`src/rtl/hrpe_pkg.sv`:
```
// ----------------------------------------------------------------------------
// hrpe_pkg
// Shared types, codes and constants of the HTTP request parameter extractor.
// ----------------------------------------------------------------------------
`default_nettype none

package hrpe_pkg;

	localparam int PARAM_BUFFER_LEN_DEF = 32;

	localparam logic [7:0] CH_CR = 8'd13;
	localparam logic [7:0] CH_LF = 8'd10;
	localparam logic [7:0] CH_SP = 8'd32;
	localparam logic [7:0] CH_SLASH = 8'h2F;
	localparam logic [7:0] CH_G = 8'h47;
	localparam logic [7:0] CH_E = 8'h45;
	localparam logic [7:0] CH_T = 8'h54;
	localparam logic [7:0] CH_P = 8'h50;
	localparam logic [7:0] CH_O = 8'h4F;
	localparam logic [7:0] CH_S = 8'h53;

	localparam logic [2:0] GET_PREFIX_LEN = 3'd5;
	localparam logic [2:0] POST_PREFIX_LEN = 3'd6;

	localparam logic KIND_PARAM = 1'b0;
	localparam logic KIND_VERDICT = 1'b1;

	localparam logic [1:0] VERDICT_REJECT = 2'd0;
	localparam logic [1:0] VERDICT_GET = 2'd1;
	localparam logic [1:0] VERDICT_POST = 2'd2;

	localparam logic [4:0] COUNT_SHOWN_MAX = 5'd31;

	typedef struct packed {
		logic       item_kind;
		logic [7:0] param_byte;
		logic [1:0] verdict;
		logic       is_index;
		logic [4:0] param_count;
	} hrpe_item_t;

	typedef struct packed {
		logic       valid;
		hrpe_item_t item;
	} hrpe_step_t;

	// Expected byte of the method prefix at position idx.
	function automatic logic [7:0] prefix_char(input logic is_post, input logic [2:0] idx);
		logic [7:0] c;
		c = 8'd0;
		if (is_post) begin
			case (idx)
				3'd0: c = CH_P;
				3'd1: c = CH_O;
				3'd2: c = CH_S;
				3'd3: c = CH_T;
				3'd4: c = CH_SP;
				3'd5: c = CH_SLASH;
				default: c = 8'd0;
			endcase
		end else begin
			case (idx)
				3'd0: c = CH_G;
				3'd1: c = CH_E;
				3'd2: c = CH_T;
				3'd3: c = CH_SP;
				3'd4: c = CH_SLASH;
				default: c = 8'd0;
			endcase
		end
		return c;
	endfunction

endpackage

`default_nettype wire

```
`src/rtl/hrpe_if.sv`:
```
// ----------------------------------------------------------------------------
// hrpe_if
// Valid/ready channels for request bytes and extracted items.
// ----------------------------------------------------------------------------
`default_nettype none

interface hrpe_in_if;
	logic       valid;
	logic       ready;
	logic [7:0] data_byte;
	logic       end_of_data;
	logic       start_of_request;

	modport source(output valid, data_byte, end_of_data, start_of_request, input ready);
	modport sink(input valid, data_byte, end_of_data, start_of_request, output ready);
endinterface

interface hrpe_out_if;
	logic       valid;
	logic       ready;
	logic       item_kind;
	logic [7:0] param_byte;
	logic [1:0] verdict;
	logic       is_index;
	logic [4:0] param_count;

	modport source(output valid, item_kind, param_byte, verdict, is_index, param_count,
		input ready);
	modport sink(input valid, item_kind, param_byte, verdict, is_index, param_count,
		output ready);
endinterface

`default_nettype wire

```
`src/rtl/hrpe_parser.sv`:
```
// ----------------------------------------------------------------------------
// hrpe_parser
// Byte state machine: prefix match, GET path capture, POST header skip and
// body capture. Gives at most one result per accepted word.
// ----------------------------------------------------------------------------
`default_nettype none

module hrpe_parser import hrpe_pkg::*; #(
	parameter int PARAM_BUFFER_LEN = PARAM_BUFFER_LEN_DEF
) (
	input  wire logic       clk,
	input  wire logic       arst_n,
	input  wire logic       step_en,
	input  wire logic [7:0] data_byte,
	input  wire logic       end_of_data,
	input  wire logic       start_of_request,
	output hrpe_step_t      step
);

	localparam int CNT_W = $clog2(PARAM_BUFFER_LEN);
	localparam logic [CNT_W-1:0] CNT_FULL = CNT_W'(PARAM_BUFFER_LEN - 1);

	typedef enum logic [2:0] {
		PH_IDLE,
		PH_MATCH,
		PH_GET_FIRST,
		PH_GET_PATH,
		PH_POST_FIRST,
		PH_POST_HDR,
		PH_POST_BODY,
		PH_DONE
	} phase_t;

	phase_t           phase_q, phase_d;
	logic [2:0]       pidx_q, pidx_d;
	logic             post_q, post_d;
	logic [1:0]       len_q, len_d;
	logic             cr_q, cr_d;
	logic [CNT_W-1:0] cnt_q, cnt_d;

	logic [CNT_W+4:0] cnt_wide;
	logic [4:0]       cnt_shown;
	logic [2:0]       plen;

	always_comb begin
		phase_t     ph;
		logic [7:0] b;
		logic       emit_byte;
		logic       emit_verdict;
		logic [1:0] vcode;
		logic       vidx;

		b = data_byte;
		emit_byte = 1'b0;
		emit_verdict = 1'b0;
		vcode = VERDICT_REJECT;
		vidx = 1'b0;

		// a new request clears the parser before this word is handled
		ph     = start_of_request ? PH_IDLE : phase_q;
		pidx_d = start_of_request ? 3'd0 : pidx_q;
		post_d = start_of_request ? 1'b0 : post_q;
		len_d  = start_of_request ? 2'd0 : len_q;
		cr_d   = start_of_request ? 1'b0 : cr_q;
		cnt_d  = start_of_request ? '0 : cnt_q;
		phase_d = ph;
		plen = post_d ? POST_PREFIX_LEN : GET_PREFIX_LEN;

		case (ph)
			PH_IDLE: begin
				if (end_of_data) begin
					emit_verdict = 1'b1;
				end else if (b == CH_G) begin
					post_d = 1'b0;
					pidx_d = 3'd1;
					phase_d = PH_MATCH;
				end else if (b == CH_P) begin
					post_d = 1'b1;
					pidx_d = 3'd1;
					phase_d = PH_MATCH;
				end else begin
					emit_verdict = 1'b1;
				end
			end
			PH_MATCH: begin
				if (pidx_d >= plen || end_of_data || b != prefix_char(post_d, pidx_d)) begin
					emit_verdict = 1'b1;
				end else begin
					pidx_d = pidx_d + 3'd1;
					if (pidx_d == plen) begin
						len_d = 2'd0;
						cr_d = 1'b0;
						phase_d = post_d ? PH_POST_FIRST : PH_GET_FIRST;
					end
				end
			end
			PH_GET_FIRST: begin
				if (end_of_data) begin
					emit_verdict = 1'b1;
				end else if (b == CH_SP) begin
					emit_verdict = 1'b1;
					vcode = VERDICT_GET;
					vidx = 1'b1;
				end else begin
					phase_d = PH_GET_PATH;
					emit_byte = 1'b1;
				end
			end
			PH_GET_PATH: begin
				if (end_of_data || b == CH_SP) begin
					emit_verdict = 1'b1;
					vcode = VERDICT_GET;
				end else begin
					emit_byte = 1'b1;
				end
			end
			PH_POST_FIRST: begin
				if (end_of_data) begin
					emit_verdict = 1'b1;
				end else begin
					len_d = 2'd0;
					cr_d = (b == CH_CR);
					phase_d = PH_POST_HDR;
				end
			end
			PH_POST_HDR: begin
				if (end_of_data) begin
					emit_verdict = 1'b1;
				end else if (cr_d && b == CH_LF) begin
					cr_d = 1'b0;
					if (len_d == 2'd0) begin
						phase_d = PH_POST_BODY;
					end
					len_d = 2'd0;
				end else begin
					// a CR not followed by LF counts as line content
					if (cr_d && len_d != 2'd3) begin
						len_d = len_d + 2'd1;
					end
					cr_d = 1'b0;
					if (b == CH_CR) begin
						cr_d = 1'b1;
					end else if (len_d != 2'd3) begin
						len_d = len_d + 2'd1;
					end
				end
			end
			PH_POST_BODY: begin
				if (end_of_data || b == CH_CR || b == CH_LF) begin
					emit_verdict = 1'b1;
					vcode = VERDICT_POST;
				end else begin
					emit_byte = 1'b1;
				end
			end
			default: begin
			end
		endcase

		if (emit_verdict) begin
			phase_d = PH_DONE;
		end
		// drop bytes once the buffer is full
		if (emit_byte && cnt_d == CNT_FULL) begin
			emit_byte = 1'b0;
		end
		if (emit_byte) begin
			cnt_d = cnt_d + CNT_W'(1);
		end

		cnt_wide = {5'd0, cnt_d};
		cnt_shown = (cnt_wide > (CNT_W + 5)'(COUNT_SHOWN_MAX)) ? COUNT_SHOWN_MAX
			: cnt_wide[4:0];

		step.valid = emit_byte || emit_verdict;
		step.item.item_kind = emit_verdict ? KIND_VERDICT : KIND_PARAM;
		step.item.param_byte = emit_verdict ? 8'd0 : b;
		step.item.verdict = emit_verdict ? vcode : VERDICT_REJECT;
		step.item.is_index = emit_verdict && vidx;
		step.item.param_count = cnt_shown;
	end

	always_ff @(posedge clk or negedge arst_n) begin
		if (!arst_n) begin
			phase_q <= PH_IDLE;
			pidx_q <= 3'd0;
			post_q <= 1'b0;
			len_q <= 2'd0;
			cr_q <= 1'b0;
			cnt_q <= '0;
		end else if (step_en) begin
			phase_q <= phase_d;
			pidx_q <= pidx_d;
			post_q <= post_d;
			len_q <= len_d;
			cr_q <= cr_d;
			cnt_q <= cnt_d;
		end
	end

endmodule

`default_nettype wire

```
`src/rtl/http_request_param_extractor.sv`:
```
// ----------------------------------------------------------------------------
// http_request_param_extractor
// Extracts GET path/query bytes or POST body bytes from an HTTP request.
// ----------------------------------------------------------------------------
// Request bytes come in on rx one word per cycle while rx is ready; each word
// is handled in the cycle it is accepted and its result, if any, lands in the
// output register on tx in the next cycle. rx stays ready while that register
// is empty or being drained, so the block sustains one byte per clock while tx
// is ready. A request not cut short by start_of_request ends with one verdict
// word (reject, GET or POST); set start_of_request on the first word of the
// next request. At most PARAM_BUFFER_LEN-1 parameter bytes go out per request.
`default_nettype none

module http_request_param_extractor import hrpe_pkg::*; #(
	parameter int PARAM_BUFFER_LEN = PARAM_BUFFER_LEN_DEF
) (
	input  wire logic clk,
	input  wire logic arst_n,
	hrpe_in_if.sink   rx,
	hrpe_out_if.source tx
);

	hrpe_step_t step;
	hrpe_item_t out_q;
	logic       out_valid_q;
	logic       accept;

	assign rx.ready = !out_valid_q || tx.ready;
	assign accept = rx.valid && rx.ready;

	hrpe_parser #(
		.PARAM_BUFFER_LEN(PARAM_BUFFER_LEN)
	) u_parser (
		.clk             (clk),
		.arst_n          (arst_n),
		.step_en         (accept),
		.data_byte       (rx.data_byte),
		.end_of_data     (rx.end_of_data),
		.start_of_request(rx.start_of_request),
		.step            (step)
	);

	always_ff @(posedge clk or negedge arst_n) begin
		if (!arst_n) begin
			out_valid_q <= 1'b0;
		end else if (accept && step.valid) begin
			out_valid_q <= 1'b1;
		end else if (tx.ready) begin
			out_valid_q <= 1'b0;
		end
	end

	always_ff @(posedge clk) begin
		if (accept && step.valid) begin
			out_q <= step.item;
		end
	end

	assign tx.valid = out_valid_q;
	assign tx.item_kind = out_q.item_kind;
	assign tx.param_byte = out_q.param_byte;
	assign tx.verdict = out_q.verdict;
	assign tx.is_index = out_q.is_index;
	assign tx.param_count = out_q.param_count;

endmodule

`default_nettype wire

```
`src/flat_wrapper.sv`:
```
// flat-port wrapper written by rule: the top's interface ports become plain ports
module http_request_param_extractor_flat import hrpe_pkg::*;
#(
	parameter int PARAM_BUFFER_LEN = PARAM_BUFFER_LEN_DEF
)
  (clk, arst_n, rx_valid, rx_data_byte, rx_end_of_data, rx_start_of_request, rx_ready, tx_valid, tx_item_kind, tx_param_byte, tx_verdict, tx_is_index, tx_param_count, tx_ready);
  hrpe_in_if rx_i ();
  hrpe_out_if tx_i ();
  input  wire logic clk;
  input  wire logic arst_n;
  input wire logic [$bits(rx_i.valid)-1:0] rx_valid;
  input wire logic [$bits(rx_i.data_byte)-1:0] rx_data_byte;
  input wire logic [$bits(rx_i.end_of_data)-1:0] rx_end_of_data;
  input wire logic [$bits(rx_i.start_of_request)-1:0] rx_start_of_request;
  output wire logic [$bits(rx_i.ready)-1:0] rx_ready;
  output wire logic [$bits(tx_i.valid)-1:0] tx_valid;
  output wire logic [$bits(tx_i.item_kind)-1:0] tx_item_kind;
  output wire logic [$bits(tx_i.param_byte)-1:0] tx_param_byte;
  output wire logic [$bits(tx_i.verdict)-1:0] tx_verdict;
  output wire logic [$bits(tx_i.is_index)-1:0] tx_is_index;
  output wire logic [$bits(tx_i.param_count)-1:0] tx_param_count;
  input wire logic [$bits(tx_i.ready)-1:0] tx_ready;
  assign rx_i.valid = rx_valid;
  assign rx_i.data_byte = rx_data_byte;
  assign rx_i.end_of_data = rx_end_of_data;
  assign rx_i.start_of_request = rx_start_of_request;
  assign rx_ready = rx_i.ready;
  assign tx_valid = tx_i.valid;
  assign tx_item_kind = tx_i.item_kind;
  assign tx_param_byte = tx_i.param_byte;
  assign tx_verdict = tx_i.verdict;
  assign tx_is_index = tx_i.is_index;
  assign tx_param_count = tx_i.param_count;
  assign tx_i.ready = tx_ready;
  http_request_param_extractor #(.PARAM_BUFFER_LEN(PARAM_BUFFER_LEN)) u_core (.clk(clk), .arst_n(arst_n), .rx(rx_i), .tx(tx_i));
endmodule
```
`config.mk`:
```
export PLATFORM = sky130hd
export DESIGN_NAME = http_request_param_extractor_flat
export DESIGN_NICKNAME = d
export VERILOG_FILES = /design/src/rtl/hrpe_pkg.sv /design/src/rtl/hrpe_if.sv /design/src/rtl/hrpe_parser.sv /design/src/rtl/http_request_param_extractor.sv /design/src/flat_wrapper.sv
export SDC_FILE = /design/constraint.sdc
export NUM_CORES = 1
export LEC_CHECK = 0
export ABC_AREA = 1
export BUFFER_PORTS_ARGS = -buffer_cell sky130_fd_sc_hd__buf_2
export CAP_MARGIN = 20
export CORE_UTILIZATION = 52
export CTS_CLUSTER_DIAMETER = 120
export DETAILED_ROUTE_END_ITERATION = 6
export GPL_TIMING_DRIVEN = 0
export HOLD_SLACK_MARGIN = 0.1
export PLACE_DENSITY = 0.85
export SLEW_MARGIN = 20
export SYNTH_ARGS = -nofsm -noshare
export SYNTH_HDL_FRONTEND = slang
export SYNTH_SLANG_ARGS = --single-unit
```
`constraint.sdc`:
```
create_clock -name clk -period 2.3 [get_ports clk]
set_input_delay 0.23 -clock clk [delete_from_list [all_inputs] [get_ports clk]]
set_output_delay 0.23 -clock clk [all_outputs]
set_load 0.005 [all_outputs]
```
==> flow_metrics.env <==
export IMPL_status="finished with violations"
export IMPL_violations="setup timing"
export IMPL_cts_buffers=5
export IMPL_async_flop_share_pct=48.5
export IMPL_die_h_microns=70.1
export IMPL_switching_power_mw=0.964
export IMPL_min_path_type="input pin to flip-flop"
export IMPL_rsz0062_at_grt="true"
export IMPL_hold_viol=0
export IMPL_grt_max_degree=18
export IMPL_slew_headroom_pct=61.2
export IMPL_cts_tree="done"
export IMPL_dr_total_vias=2492
export IMPL_synth_fp_nets=376
export IMPL_drv_slew=0
export IMPL_drt_iter0_markers=194
export IMPL_placed_cells=438
export IMPL_avgRoutedWirePerCell_microns=12.9
export IMPL_clk_latency_ns=0.28
export IMPL_synth_warnings=0
export IMPL_irDropWorstVdd_uv=374
export IMPL_die_area_sq_mm=0.00492
export IMPL_dp_final_hpwl_microns=4480
export IMPL_grt_ovfl_total=0
export IMPL_fp_row_count=24
export IMPL_via_per_inst=5.51
export IMPL_fin_crit_sh_pct=102
export IMPL_syn_area_per_cell_sq_um=6.78
export IMPL_cp_start_kind="flip-flop"
export IMPL_required_ns=2.35
export IMPL_antenna_found_initial=0
export IMPL_seq_area_frac_synth_pct=37.8
export IMPL_setup_worst_path_end_class="flip-flop"
export IMPL_yosysTopAreaCell="edfxtp_1"
export IMPL_skew_ns=0.00711
export IMPL_p_seq_share_pct=38.4
export IMPL_synth_compound_area_share_pct=8.04
export IMPL_fillerInstances=380
export IMPL_combPwrFrac_pct=43.9
export IMPL_worst_path_max_fanout=17
export IMPL_yosys_area_share_simple_pct=39.6
export IMPL_finalSetupTns_ns=-0.896
export IMPL_areaGrowthSynthToFinish_pct=18.9
export IMPL_ys_flop_type="edfxtp_1"
export IMPL_synth_mux_area_share_pct=0
export IMPL_clkTransAtPathRegs_ns=0.07
export IMPL_finalWorstSetupSlack_ns=-0.0551
export IMPL_dieWidth_microns=70.1
export IMPL_synth_top_family_by_area="simple AND/OR/NAND/NOR gates"
export IMPL_whs_ns=0.283
export IMPL_htree_num_levels=2
export IMPL_switching_share_pct=40.9
export IMPL_routed_wl_microns=5830
export IMPL_ant_nets=0
export IMPL_dr_pass1_iters=5
export IMPL_path_class="flip-flop to flip-flop"
export IMPL_worst_pin_slew_ns=0.583
export IMPL_synth_xor_xnor_area_share_pct=1.45
export IMPL_core_area_sq_mm=0.00441
export IMPL_portBuffers=30
export IMPL_drive_gt1_share_pct=20.3
export IMPL_p_int_mw=1.39
export IMPL_clockRootBuffer="clkbuf_8"
export IMPL_synthAdderAreaFrac_pct=3.11
export IMPL_diodes=0
export IMPL_start_util_pct=54.6
export IMPL_fin_cells=452
export IMPL_drc_errors=0
export IMPL_grt_pass1_vias=2216
export IMPL_yosysMostFrequentCell="nand2_1"
export IMPL_cap_viol_max_count=0
export IMPL_grt_usage_pct=25.1
export IMPL_nNetsFinal=419
export IMPL_synth_seq_cells=33
export IMPL_power_density_mw_per_mm2=822
export IMPL_grt_pass1_wl_microns=9880
export IMPL_p_leak_nw=1.45
export IMPL_dpl_cell_area_sq_mm=0.00268
export IMPL_synth_edf_count=17
export IMPL_pre_cts_slack_ns=-0.375
export IMPL_clock_fmax_mhz=425
export IMPL_syn_area_sq_mm=0.00241
export IMPL_worstPathArrival_ns=2.40
export IMPL_power_share_clock_pct=17.7
export IMPL_fin_area_sq_mm=0.00287
export IMPL_setup_viol=17
export IMPL_routabilityCongestion=0.989
export IMPL_min_period_ns=2.36
export IMPL_synth_cell_types=32
export IMPL_pin_count=33
export IMPL_synth_top_cell_area_share_pct=21.2
export IMPL_synth_area_leaders="edfxtp_1 (21%), dfrtp_1 (17%), nand2_1 (14%)"
export IMPL_synth_common_cells="nand2_1 (90), nor2_1 (60), inv_1 (52)"
export IMPL_cts_sinks=33
export IMPL_clockBufferDepth=2
export IMPL_syn_inst=356
cell type report:
type / instances / area (sq um) / area share [%]
inverter: 56 / 225 / 7.85
timing repair buffer: 36 / 210 / 7.33
buffer: 4 / 35.0 / 1.22
tap: 52 / 65.1 / 2.27
clock inverter: 3 / 17.5 / 0.611
sequential: 33 / 915 / 31.9
clock buffer: 5 / 68.8 / 2.40
multi-input combinational: 263 / 1330 / 46.4
cells by family after synthesis:
group / Yosys count
and+or+nand+nor: 219
buffers and inverters: 60
AOI/OAI and AO/OA: 34
DFF: 33
adders and majority gates: 6
xor gates and xnor gates: 4
registers in the layout, summed over array words and instances, names as in the netlist:
| register | cells |
|---|---|
| u_core.u_parser.len_q | 2 |
| u_core.tx.item_kind | 1 |
| u_core.tx.is_index | 1 |
| u_core.tx.param_byte | 8 |
| u_core.u_parser.cnt_q | 5 |
| u_core.tx.param_count | 5 |
| u_core.u_parser.pidx_q | 3 |
| u_core.u_parser.cr_q | 1 |
| u_core.tx.valid | 1 |
| u_core.u_parser.post_q | 1 |
| u_core.u_parser.phase_q | 3 |
| u_core.tx.verdict | 2 |
timing repair:
item / CTS / global route
hold buffers: 1 / 0
pin swaps: 3 / 0
gates cloned: 0 / 0
endpoints found under the setup margin: 17 / 22
gates resized for setup: 4 / 9
setup buffers: 5 / 0
endpoints found under the hold margin: 16 / 0
worst paths after layout:
kind                            slack (ns)                         to              startpoint  depth (start not counted)
worst max register to register       -0.06    u_core.tx.param_byte[2]  u_core.u_parser.post_q                         17
max in group asynchronous             1.58     u_core.u_parser.post_q                  arst_n                          2
min in group asynchronous             0.42  u_core.u_parser.pidx_q[2]                  arst_n                          2
worst min register to register        0.48       u_core.u_parser.cr_q    u_core.u_parser.cr_q                          2
worst max-delay path                 -0.06    u_core.tx.param_byte[2]  u_core.u_parser.post_q                         17
worst min-delay path                  0.28            u_core.tx.valid                tx_ready                          4
critical path: stages, from the launching register on:
cell	delay [ns]
dfrtp_2	0.45
nand2_8	0.11
ha_4	0.21
inv_2	0.05
nand2_2	0.04
nand2_1	0.05
nand2_1	0.05
nand2_1	0.06
nand2_1	0.06
nor2_2	0.12
nand2_1	0.08
nor2_2	0.15
nand3_2	0.09
nand2_2	0.10
nand2_4	0.07
o21ai_4	0.16
clkinvlp_4	0.12
buf_12	0.16
placed cells by master (no fill, tap or decap), types with 6 or more instances in the layout:
cell,netlist,routed
nand2_1,90,87
nor2_1,60,58
inv_1,52,49
nand3_1,35,33
buf_2,0,30
edfxtp_1,17,17
o21ai_0,14,14
dfrtp_1,16,13
nand4_1,10,10
a21oi_1,10,10
nor3_1,7,7
nand2_2,5,7
nor2_2,5,6
power by group through the flow:
| stage | sequential (mW) | combinational [mW] | clock [mW] |
|---|---|---|---|
| 2_1_floorplan | 0.912 | 0.663 | 0 |
| 3_3_place_gp | 0.908 | 0.911 | 0 |
| 3_5_place_dp | 0.914 | 0.932 | 0 |
| 4_1_cts | 0.900 | 0.998 | 0.424 |
| 5_1_grt | 0.920 | 1.17 | 0.456 |
| 6_report | 0.906 | 1.04 | 0.417 |
stage by stage:
step / power, mW / util, %
6_report: 2.36 / 65.0
5_1_grt: 2.54 / 65.0
4_1_cts: 2.32 / 64.2
3_5_place_dp: 1.85 / 60.7
3_3_place_gp: 1.82 / 60.7
2_1_floorplan: 1.57 / -
routing by layer:
layer  routed length [microns]  vias up  global-route usage (%)  share of wire [%]
met5                         0        -                       0                  0
met4                       129        0                    7.78                2.2
met1                      2610     1139                    33.2                 45
met3                       386       17                    5.77                6.6
met2                      2700      101                    40.9                 46
li1                          -     1235                       -                  -
Note: power is estimated with default switching activity, not from simulation.
